[config.mk]
export PLATFORM = sky130hd
export DESIGN_NAME = bright_spot_gesture_tracker
export DESIGN_NICKNAME = d
export VERILOG_FILES = /design/src/bsgt_pkg.sv /design/src/bsgt_lane.sv /design/src/bsgt_gesture.sv /design/src/bright_spot_gesture_tracker.sv
export SDC_FILE = /design/constraint.sdc
export NUM_CORES = 1
export LEC_CHECK = 0
export BUFFER_PORTS_ARGS = -buffer_cell sky130_fd_sc_hd__buf_2
export CORE_MARGIN = 5
export CORE_UTILIZATION = 59
export CTS_CLUSTER_SIZE = 14
export DETAILED_ROUTE_END_ITERATION = 8
export GPL_ROUTABILITY_DRIVEN = 1
export PLACE_DENSITY = 0.79
export SLEW_MARGIN = 5
export SYNTH_ARGS = -nofsm -noshare
export SYNTH_HDL_FRONTEND = slang
export SYNTH_HIERARCHICAL = 1
export SYNTH_SLANG_ARGS = --single-unit
export TNS_END_PERCENT = 100
[constraint.sdc]
create_clock -name clk -period 12.45 [get_ports clk]
set_input_delay 0.6225 -clock clk [delete_from_list [all_inputs] [get_ports clk]]
set_output_delay 0.6225 -clock clk [all_outputs]
set_load 0.05 [all_outputs]
[src/bsgt_pkg.sv]
// ----------------------------------------------------------------------------
// bsgt_pkg: shared types and constants of the bright spot gesture tracker
// Pixel and result beat layouts, register indexes, reset values and sizes.
// ----------------------------------------------------------------------------
package bsgt_pkg;

  localparam int SAMPLE_W  = 8;
  localparam int POS_W     = 11;
  localparam int CFG_IDX_W = 3;
  localparam int CFG_DATA_W = 12;
  localparam int LANES     = 3;

  localparam int DEF_MAX_WIDTH  = 2048;
  localparam int DEF_MAX_HEIGHT = 2048;

  localparam logic [7:0]  RST_INTENSITY = 8'd230;
  localparam logic [1:0]  RST_CHANNELS  = 2'd3;
  localparam logic [11:0] RST_WIDTH     = 12'd640;
  localparam logic [11:0] RST_HEIGHT    = 12'd480;
  localparam logic [10:0] RST_MOVEMENT  = 11'd20;

  typedef enum logic [CFG_IDX_W-1:0] {
    CFG_INTENSITY = 3'd0,
    CFG_CHANNELS  = 3'd1,
    CFG_WIDTH     = 3'd2,
    CFG_HEIGHT    = 3'd3,
    CFG_MOVEMENT  = 3'd4
  } cfg_index_t;

  typedef struct packed {
    logic [SAMPLE_W-1:0] sample_a;
    logic [SAMPLE_W-1:0] sample_b;
    logic [SAMPLE_W-1:0] sample_c;
  } pixel_t;

  typedef struct packed {
    logic             spot_found;
    logic [POS_W-1:0] spot_x;
    logic [POS_W-1:0] spot_y;
    logic             gesture_done;
    logic [POS_W-1:0] start_x;
    logic [POS_W-1:0] start_y;
    logic             no_movement;
    logic             move_left;
    logic             move_right;
    logic             move_up;
    logic             move_down;
  } result_t;

  typedef struct packed {
    logic done;
    logic no_movement;
    logic left;
    logic right;
    logic up;
    logic down;
  } gesture_flags_t;

endpackage

[src/bsgt_lane.sv]
// ----------------------------------------------------------------------------
// bsgt_lane: threshold comparator for one colour channel
// Flags the channel when it is enabled and strictly above the threshold.
// ----------------------------------------------------------------------------
module bsgt_lane
  import bsgt_pkg::*;
(
  input  logic [SAMPLE_W-1:0] sample,
  input  logic [SAMPLE_W-1:0] threshold,
  input  logic                enable,
  output logic                hit
);

  assign hit = enable && (sample > threshold);

endmodule

[src/bsgt_gesture.sv]
// ----------------------------------------------------------------------------
// bsgt_gesture: end-of-frame gesture classifier
// Compares the last spot position with the gesture start point.
// ----------------------------------------------------------------------------
module bsgt_gesture
  import bsgt_pkg::*;
#(
  parameter int XW = 11,
  parameter int YW = 11
) (
  input  logic [XW-1:0]    last_x,
  input  logic [YW-1:0]    last_y,
  input  logic [XW-1:0]    start_x,
  input  logic [YW-1:0]    start_y,
  input  logic [POS_W-1:0] threshold,
  input  logic             found,
  input  logic             tracking,
  output gesture_flags_t   flags
);

  localparam int GXW = (XW > POS_W) ? XW : POS_W;
  localparam int GYW = (YW > POS_W) ? YW : POS_W;

  logic [XW-1:0] mx;
  logic [YW-1:0] my;
  logic          x_pos;
  logic          y_pos;
  logic          x_over;
  logic          y_over;
  logic          x_under;
  logic          y_under;
  logic          done;

  assign x_pos   = last_x > start_x;
  assign y_pos   = last_y > start_y;
  assign mx      = x_pos ? (last_x - start_x) : (start_x - last_x);
  assign my      = y_pos ? (last_y - start_y) : (start_y - last_y);
  assign x_over  = GXW'(mx) > GXW'(threshold);
  assign y_over  = GYW'(my) > GYW'(threshold);
  assign x_under = GXW'(mx) < GXW'(threshold);
  assign y_under = GYW'(my) < GYW'(threshold);
  assign done    = !found && tracking;

  always_comb begin
    flags.done        = done;
    flags.no_movement = done && x_under && y_under;
    flags.right       = done && x_over && x_pos;
    flags.left        = done && x_over && !x_pos;
    flags.down        = done && y_over && y_pos;
    flags.up          = done && y_over && !y_pos;
  end

endmodule

[src/bright_spot_gesture_tracker.sv]
// ----------------------------------------------------------------------------
// bright_spot_gesture_tracker: bright spot locator and swipe classifier
// Finds the last bright pixel of each frame and reports gestures.
// ----------------------------------------------------------------------------
// Usage: pixels enter on the pix channel in raster order, one beat per pixel,
// carrying up to three channel bytes. Three comparator lanes test the
// channels side by side and their hits are merged into one spot decision.
// One result beat leaves on the res channel for the last pixel of each
// frame; every other pixel produces nothing. The result is registered, so it
// appears in the cycle after the final pixel of the frame is accepted.
// Throughput is one pixel per cycle, set by the single registered stage that
// holds the position counters and gesture state. While a result waits on a
// stalled receiver, pixels that do not end a frame are still taken; only the
// frame's final pixel waits for the result register to empty.
// Registers are written on the cfg channel, which is always ready, and
// should be written only while no frame is in progress.
// Reset (rst, synchronous) restores default registers (threshold 230, three
// channels, 640 by 480, movement threshold 20), zeroes the counters and
// positions, and drops any pending result.
// ----------------------------------------------------------------------------
module bright_spot_gesture_tracker
  import bsgt_pkg::*;
#(
  parameter int MAX_WIDTH  = DEF_MAX_WIDTH,
  parameter int MAX_HEIGHT = DEF_MAX_HEIGHT
) (
  input  logic                  clk,
  input  logic                  rst,
  input  logic                  pix_valid,
  output logic                  pix_ready,
  input  pixel_t                pix,
  output logic                  res_valid,
  input  logic                  res_ready,
  output result_t               res,
  input  logic                  cfg_valid,
  output logic                  cfg_ready,
  input  logic [CFG_IDX_W-1:0]  cfg_index,
  input  logic [CFG_DATA_W-1:0] cfg_data
);

  // Counter widths follow the largest frame size; the size arithmetic needs
  // one more bit so that the maximum itself can be represented.
  localparam int XW  = $clog2(MAX_WIDTH);
  localparam int YW  = $clog2(MAX_HEIGHT);
  localparam int SXW = (XW + 1 > CFG_DATA_W) ? XW + 1 : CFG_DATA_W;
  localparam int SYW = (YW + 1 > CFG_DATA_W) ? YW + 1 : CFG_DATA_W;

  // Configuration registers.
  logic [SAMPLE_W-1:0]   intensity_threshold;
  logic [1:0]            channel_count;
  logic [CFG_DATA_W-1:0] frame_width;
  logic [CFG_DATA_W-1:0] frame_height;
  logic [POS_W-1:0]      movement_threshold;

  // Tracking state.
  logic [XW-1:0] column_count;
  logic [YW-1:0] row_count;
  logic          found_in_frame;
  logic [XW-1:0] last_spot_x;
  logic [YW-1:0] last_spot_y;
  logic          tracking;
  logic [XW-1:0] gesture_start_x;
  logic [YW-1:0] gesture_start_y;

  logic [SXW-1:0]      width_eff;
  logic [SYW-1:0]      height_eff;
  logic                row_end;
  logic                frame_end;
  logic                pix_beat;
  logic [SAMPLE_W-1:0] lane_sample [LANES];
  logic [LANES-1:0]    lane_enable;
  logic [LANES-1:0]    lane_hit;
  logic                spot;
  logic                found_now;
  logic [XW-1:0]       last_spot_x_next;
  logic [YW-1:0]       last_spot_y_next;
  logic [XW-1:0]       start_x_next;
  logic [YW-1:0]       start_y_next;
  gesture_flags_t      flags;

  // The configuration port never stalls.
  assign cfg_ready = 1'b1;

  always_ff @(posedge clk) begin
    if (rst) begin
      intensity_threshold <= RST_INTENSITY;
      channel_count       <= RST_CHANNELS;
      frame_width         <= RST_WIDTH;
      frame_height        <= RST_HEIGHT;
      movement_threshold  <= RST_MOVEMENT;
    end else if (cfg_valid) begin
      unique case (cfg_index)
        CFG_INTENSITY: intensity_threshold <= cfg_data[SAMPLE_W-1:0];
        CFG_CHANNELS:  channel_count       <= cfg_data[1:0];
        CFG_WIDTH:     frame_width         <= cfg_data;
        CFG_HEIGHT:    frame_height        <= cfg_data;
        CFG_MOVEMENT:  movement_threshold  <= cfg_data[POS_W-1:0];
        default: ;
      endcase
    end
  end

  // A zero size counts as one, and an oversized one is held at the maximum.
  always_comb begin
    if (frame_width == '0) begin
      width_eff = SXW'(1);
    end else if (SXW'(frame_width) > SXW'(MAX_WIDTH)) begin
      width_eff = SXW'(MAX_WIDTH);
    end else begin
      width_eff = SXW'(frame_width);
    end
    if (frame_height == '0) begin
      height_eff = SYW'(1);
    end else if (SYW'(frame_height) > SYW'(MAX_HEIGHT)) begin
      height_eff = SYW'(MAX_HEIGHT);
    end else begin
      height_eff = SYW'(frame_height);
    end
  end

  // "At least" rather than "equal" so that a counter left beyond a shrunken
  // size still wraps on the next pixel.
  assign row_end   = (SXW'(column_count) + SXW'(1)) >= width_eff;
  assign frame_end = row_end && ((SYW'(row_count) + SYW'(1)) >= height_eff);

  // Only the pixel that closes a frame needs room in the result register.
  assign pix_ready = !frame_end || !res_valid || res_ready;
  assign pix_beat  = pix_valid && pix_ready;

  // Comparator lanes, one per colour channel, then the merge.
  assign lane_sample[0] = pix.sample_a;
  assign lane_sample[1] = pix.sample_b;
  assign lane_sample[2] = pix.sample_c;
  assign lane_enable[0] = 1'b1;
  assign lane_enable[1] = channel_count >= 2'd2;
  assign lane_enable[2] = channel_count >= 2'd3;

  for (genvar i = 0; i < LANES; i++) begin : g_lane
    bsgt_lane u_lane (
      .sample    (lane_sample[i]),
      .threshold (intensity_threshold),
      .enable    (lane_enable[i]),
      .hit       (lane_hit[i])
    );
  end

  assign spot             = |lane_hit;
  assign found_now        = found_in_frame || spot;
  assign last_spot_x_next = spot ? column_count : last_spot_x;
  assign last_spot_y_next = spot ? row_count : last_spot_y;

  // A gesture starts on the first frame with a spot.
  assign start_x_next = (found_now && !tracking) ? last_spot_x_next : gesture_start_x;
  assign start_y_next = (found_now && !tracking) ? last_spot_y_next : gesture_start_y;

  bsgt_gesture #(
    .XW (XW),
    .YW (YW)
  ) u_gesture (
    .last_x    (last_spot_x_next),
    .last_y    (last_spot_y_next),
    .start_x   (gesture_start_x),
    .start_y   (gesture_start_y),
    .threshold (movement_threshold),
    .found     (found_now),
    .tracking  (tracking),
    .flags     (flags)
  );

  always_ff @(posedge clk) begin
    if (rst) begin
      column_count    <= '0;
      row_count       <= '0;
      found_in_frame  <= 1'b0;
      last_spot_x     <= '0;
      last_spot_y     <= '0;
      tracking        <= 1'b0;
      gesture_start_x <= '0;
      gesture_start_y <= '0;
    end else if (pix_beat) begin
      last_spot_x <= last_spot_x_next;
      last_spot_y <= last_spot_y_next;
      if (row_end) begin
        column_count <= '0;
        row_count    <= frame_end ? '0 : row_count + YW'(1);
      end else begin
        column_count <= column_count + XW'(1);
      end
      if (frame_end) begin
        found_in_frame  <= 1'b0;
        tracking        <= found_now;
        gesture_start_x <= start_x_next;
        gesture_start_y <= start_y_next;
      end else begin
        found_in_frame <= found_now;
      end
    end
  end

  // Result register: loaded by the pixel that closes a frame.
  always_ff @(posedge clk) begin
    if (rst) begin
      res_valid <= 1'b0;
    end else if (pix_beat && frame_end) begin
      res_valid <= 1'b1;
    end else if (res_ready) begin
      res_valid <= 1'b0;
    end
  end

  always_ff @(posedge clk) begin
    if (pix_beat && frame_end) begin
      res.spot_found   <= found_now;
      res.spot_x       <= POS_W'(last_spot_x_next);
      res.spot_y       <= POS_W'(last_spot_y_next);
      res.gesture_done <= flags.done;
      res.start_x      <= POS_W'(start_x_next);
      res.start_y      <= POS_W'(start_y_next);
      res.no_movement  <= flags.no_movement;
      res.move_left    <= flags.left;
      res.move_right   <= flags.right;
      res.move_up      <= flags.up;
      res.move_down    <= flags.down;
    end
  end

`ifndef SYNTHESIS
  a_no_overwrite: assert property (@(posedge clk) disable iff (rst)
    (pix_beat && frame_end) |-> (!res_valid || res_ready))
    else $error("result overwritten before it was taken");

  a_done_without_spot: assert property (@(posedge clk) disable iff (rst)
    res_valid |-> !(res.gesture_done && res.spot_found))
    else $error("gesture ended in a frame that had a spot");

  a_flags_need_done: assert property (@(posedge clk) disable iff (rst)
    (res_valid && !res.gesture_done) |-> !(res.no_movement || res.move_left ||
      res.move_right || res.move_up || res.move_down))
    else $error("direction flag without a finished gesture");

  a_opposite_flags: assert property (@(posedge clk) disable iff (rst)
    res_valid |-> !(res.move_left && res.move_right) && !(res.move_up && res.move_down))
    else $error("opposite directions flagged together");

  a_tracking_follows: assert property (@(posedge clk) disable iff (rst)
    (pix_beat && frame_end) |=> (tracking == res.spot_found))
    else $error("tracking state disagrees with the frame result");
`endif

endmodule
==> summary.md <==
| Metric | Value |
|---|---|
| DR pass1 iterations | 5 |
| Unrepaired setup endpoints after global routing | false |
| Hold Vio Cnt, Final | 0 |
| Worst-Skew Late Latency | 0.44 ns |
| Post_cts resized | 0 |
| Highest routed layer | met4 |
| Root buf cell | clkbuf_16 |
| Synthesized instance count | 1,248 |
| DIE HEIGHT | 145 um |
| Routed vias/inst | approximately 5.8 |
| Largest regs | res (51), frame_height (12), frame_width (12) |
| Post-Synth XOR/XNOR Area | 2.79% |
| PortBufs | 96 |
| CP max FO | 23 |
| Top cells by count, synth | nand2_1, dfxtp_1, ha_1, inv_1, a21oi_1 |
| Share of layout cells above drive strength 1 | about 11% |
| Static Leak | between 5 and 6 nW |
| Maximum vdd drop | 0.104 mV |
| Crit Path Class | reg -> reg |
| Seq cells post-synth | 165 |
| Total GRT Usage | roughly a quarter |
| Startpoint Class | flip-flop |
| Synth area leader | dfxtp_1 |
| Ys Warns | 6 |
| Post-synth ARST share | 0% |
| Number of global-route vias before repair | around 8,400 |
| Worst R2R Start | intensity_threshold[1]$_SDFFE_PP1P_ |
| Final Util | between 60% and 70% |
| Via Count | 8,980 |
| Largest net degree at the start of global routing | 55 |
| Max-slew violation count | 0 |
| H-tree lvl count | 4 |
| Postcts setup bufs | 0 |
| Compound-Gate Fraction of Synth Area | 15.1% |
| Worst Hold Class | in -> reg |
| Clock buffer count from CTS | 17 |
| Wire per inst | approximately 17 um |
| Initial antenna violation count | 0 |
| Hold Path End | frame_width[11]$_SDFFE_PP0P_ |
| Largest Register | res |
| Synth area leaders | dfxtp_1, edfxtp_1, ha_1, nand2_1, mux2i_1 |
| Top Ports | just under 100 |
| TNS Setup | 0 ns |
| Final setup violation count | 0 |
| Max Cap Viol | 0 |
| Die Span X | 145 um |
| Largest family of logic cells by synthesized area | simple AND/OR/NAND/NOR gates |
| Hold depth | 3 |
| RR Endpoint | res[4]$_DFFE_PP_ |
| Final period util | around half |
| Max_slew headroom | 23.4% |
| Metal-1 WL | between 10 and 15 mm |
| CTS sink count | between 150 and 200 |
| Arrival @ worst endpoint | 6.30 ns |
| Post-synthesis cell type count | about 70 |
| Crit path required time | 12.69 ns |
| Syn-to-layout area delta | 10.1% |
| Synth Area in Adders | around 14% |
| Pwr dens | about 100 nW/um^2 |
| GR Overflow Total | 0 |
| Initial Utilization | 59.7% |
| Clock transition at path regs | roughly 0.060 ns |
| Setup Skew | around 0.011 ns |
| Number of flip-flops in the largest register | 51 |
| N_diodes | 0 |
| Seq/Total Area, Yosys | 35.7% |
| Most common flop cell mapped by yosys | dfxtp_1 |
| Worst R2R Setup Slack | 6.39 ns |
| Fin nets | 1,466 |
| Met3 WL | 1.53 mm |
| Placed insts | 1,514 |
| Share of the synthesized area in the top cell type | about a fifth |
| Std-Cell Rows | 49 |
| CTS tree | done |
| Synthesized cell area | 10,700 um^2 |
| Worst-Margin Slew | approximately 1.1 ns |
| Final Power | 1.22 mW |
| Status | completed |
| DRC | 0 |
| Period minus WS final | 6.06 ns |
| DR iter-0 viols | 724 |
| CP Capture Type | flip-flop |
| Post-DRT Antenna Nets | 0 |
| Placer Congestion | 0.923 |
| WL met2 | 11.8 mm |
| Synth Area in Simple Gates | 17.3% |
| Top-count cell post-synth | nand2_1 |
| Hold path startpoint | cfg_data[11] |
| Post-synth EDFFs | 51 |
| First-pass GRT wire length | 41.6 mm |
| Post-synthesis mux area share | under 10% |
| Clk buf depth | 2 |
| Full die area | 20,900 um^2 |
| Post-Route WL | 25.6 mm |
| Final HPWL DP | about 18 mm |
| FMAX | 0.165 GHz |
| Core ar. | about 18,000 um^2 |
| Post-Layout Cell Count | 1,546 |
| CTS Hold Bufs | 0 |
| FF-to-FF path depth | 24 |
| Syn Area/Cell | ~8.6 um^2 |
| FILL cells | 1,519 |
-- layout make-up --
cell class | count | area (um^2) | share of cell area, %
Clock buffer | 22 | 485 | 4.13
Clock inverter | 10 | 93.8 | 0.798
Inverter | 115 | 432 | 3.67
Multi-Input combinational cell | 904 | 6130 | 52.1
Sequential cell | 165 | 3810 | 32.4
Tap cell | 229 | 287 | 2.44
Timing Repair Buffer | 101 | 518 | 4.40
-- report_power, final --
part	switching (mW)	internal, mW	total (mW)
registers	0.00507	0.556	0.561
clock network	0.222	0.299	0.521
logic	0.0842	0.0500	0.134
-- per-layer routing --
metal | global-route usage (%) | vias up
li1 | - | 4424
met1 | 35.4 | 4228
met2 | 39.7 | 300
met3 | 3.70 | 28
met4 | 7.07 | 0
met5 | 0 | -
-- cells by family after synthesis --
kind of cell             count (synthesis)
XOR/XNOR                                34
adder cells (fa/ha/maj)                118
AO/OA/AOI/OAI                          261
AND/OR/NAND/NOR                        405
multiplexers                            84
flip-flops                             165
buffers and inverters                  180
other                                    1
-- placed cells by master (no fill, tap or decap), types with 6 or more instances in the layout --
master / instances
o21a_1: 6
a32o_1: 7
a31oi_1: 7
nand3_1: 37
a21o_1: 26
nor2b_1: 17
inv_1: 113
xor2_1: 15
a21oi_1: 94
o211ai_1: 14
o21ai_0: 65
ha_1: 114
dfxtp_1: 114
nor2_1: 43
and3_1: 8
nand2_1: 235
nand4b_1: 6
nand4_1: 18
a211o_1: 8
xnor2_1: 19
clkbuf_16: 18
and2_1: 6
mux2i_1: 82
buf_2: 96
edfxtp_1: 51
-- worst max-delay path by stage --
stage | start | endpoint | slack (ns) | cells past startpoint
floorplan | pix[9] | res[3]$_DFFE_PP_ | 7.11 | 26
global placement | pix[9] | res[1]$_DFFE_PP_ | 6.42 | 25
detailed placement | pix[9] | res[4]$_DFFE_PP_ | 6.24 | 24
CTS | intensity_threshold[1]$_SDFFE_PP1P_ | res[4]$_DFFE_PP_ | 6.49 | 24
global route | intensity_threshold[1]$_SDFFE_PP1P_ | res[4]$_DFFE_PP_ | 5.94 | 24
finish | intensity_threshold[1]$_SDFFE_PP1P_ | res[4]$_DFFE_PP_ | 6.39 | 24
-- metrics by stage --
stage / instance area (um^2) / hold WS (ns) / worst slack [ns]
2_1_floorplan: 10700 / 0.434 / 7.11
3_3_place_gp: 11200 / 0.443 / 6.42
3_5_place_dp: 11200 / 0.450 / 6.24
4_1_cts: 11800 / 0.444 / 6.49
5_1_grt: 11800 / 0.449 / 5.94
6_report: 11800 / 0.456 / 6.39
-- critical path, stage by stage (launching register included) --
cell       delay, ns
dfxtp_1         0.40
inv_1           0.06
ha_1            0.30
nor2b_1         0.14
o211ai_1        0.17
a21o_1          0.14
a31oi_1         0.11
nor3_2          0.18
buf_4           0.44
mux2i_1         0.17
inv_1           0.13
inv_1           0.06
ha_1            0.45
nand2_1         0.09
o21ai_1         0.24
a21oi_1         0.15
o21bai_1        0.89
mux2i_1         0.31
xor2_1          0.17
ha_1            0.26
a21o_1          0.17
a21o_1          0.17
a21oi_1         0.15
o2111ai_1       0.17
nor4b_1         0.33
No activity file was read; power rests on OpenSTA's default activity.
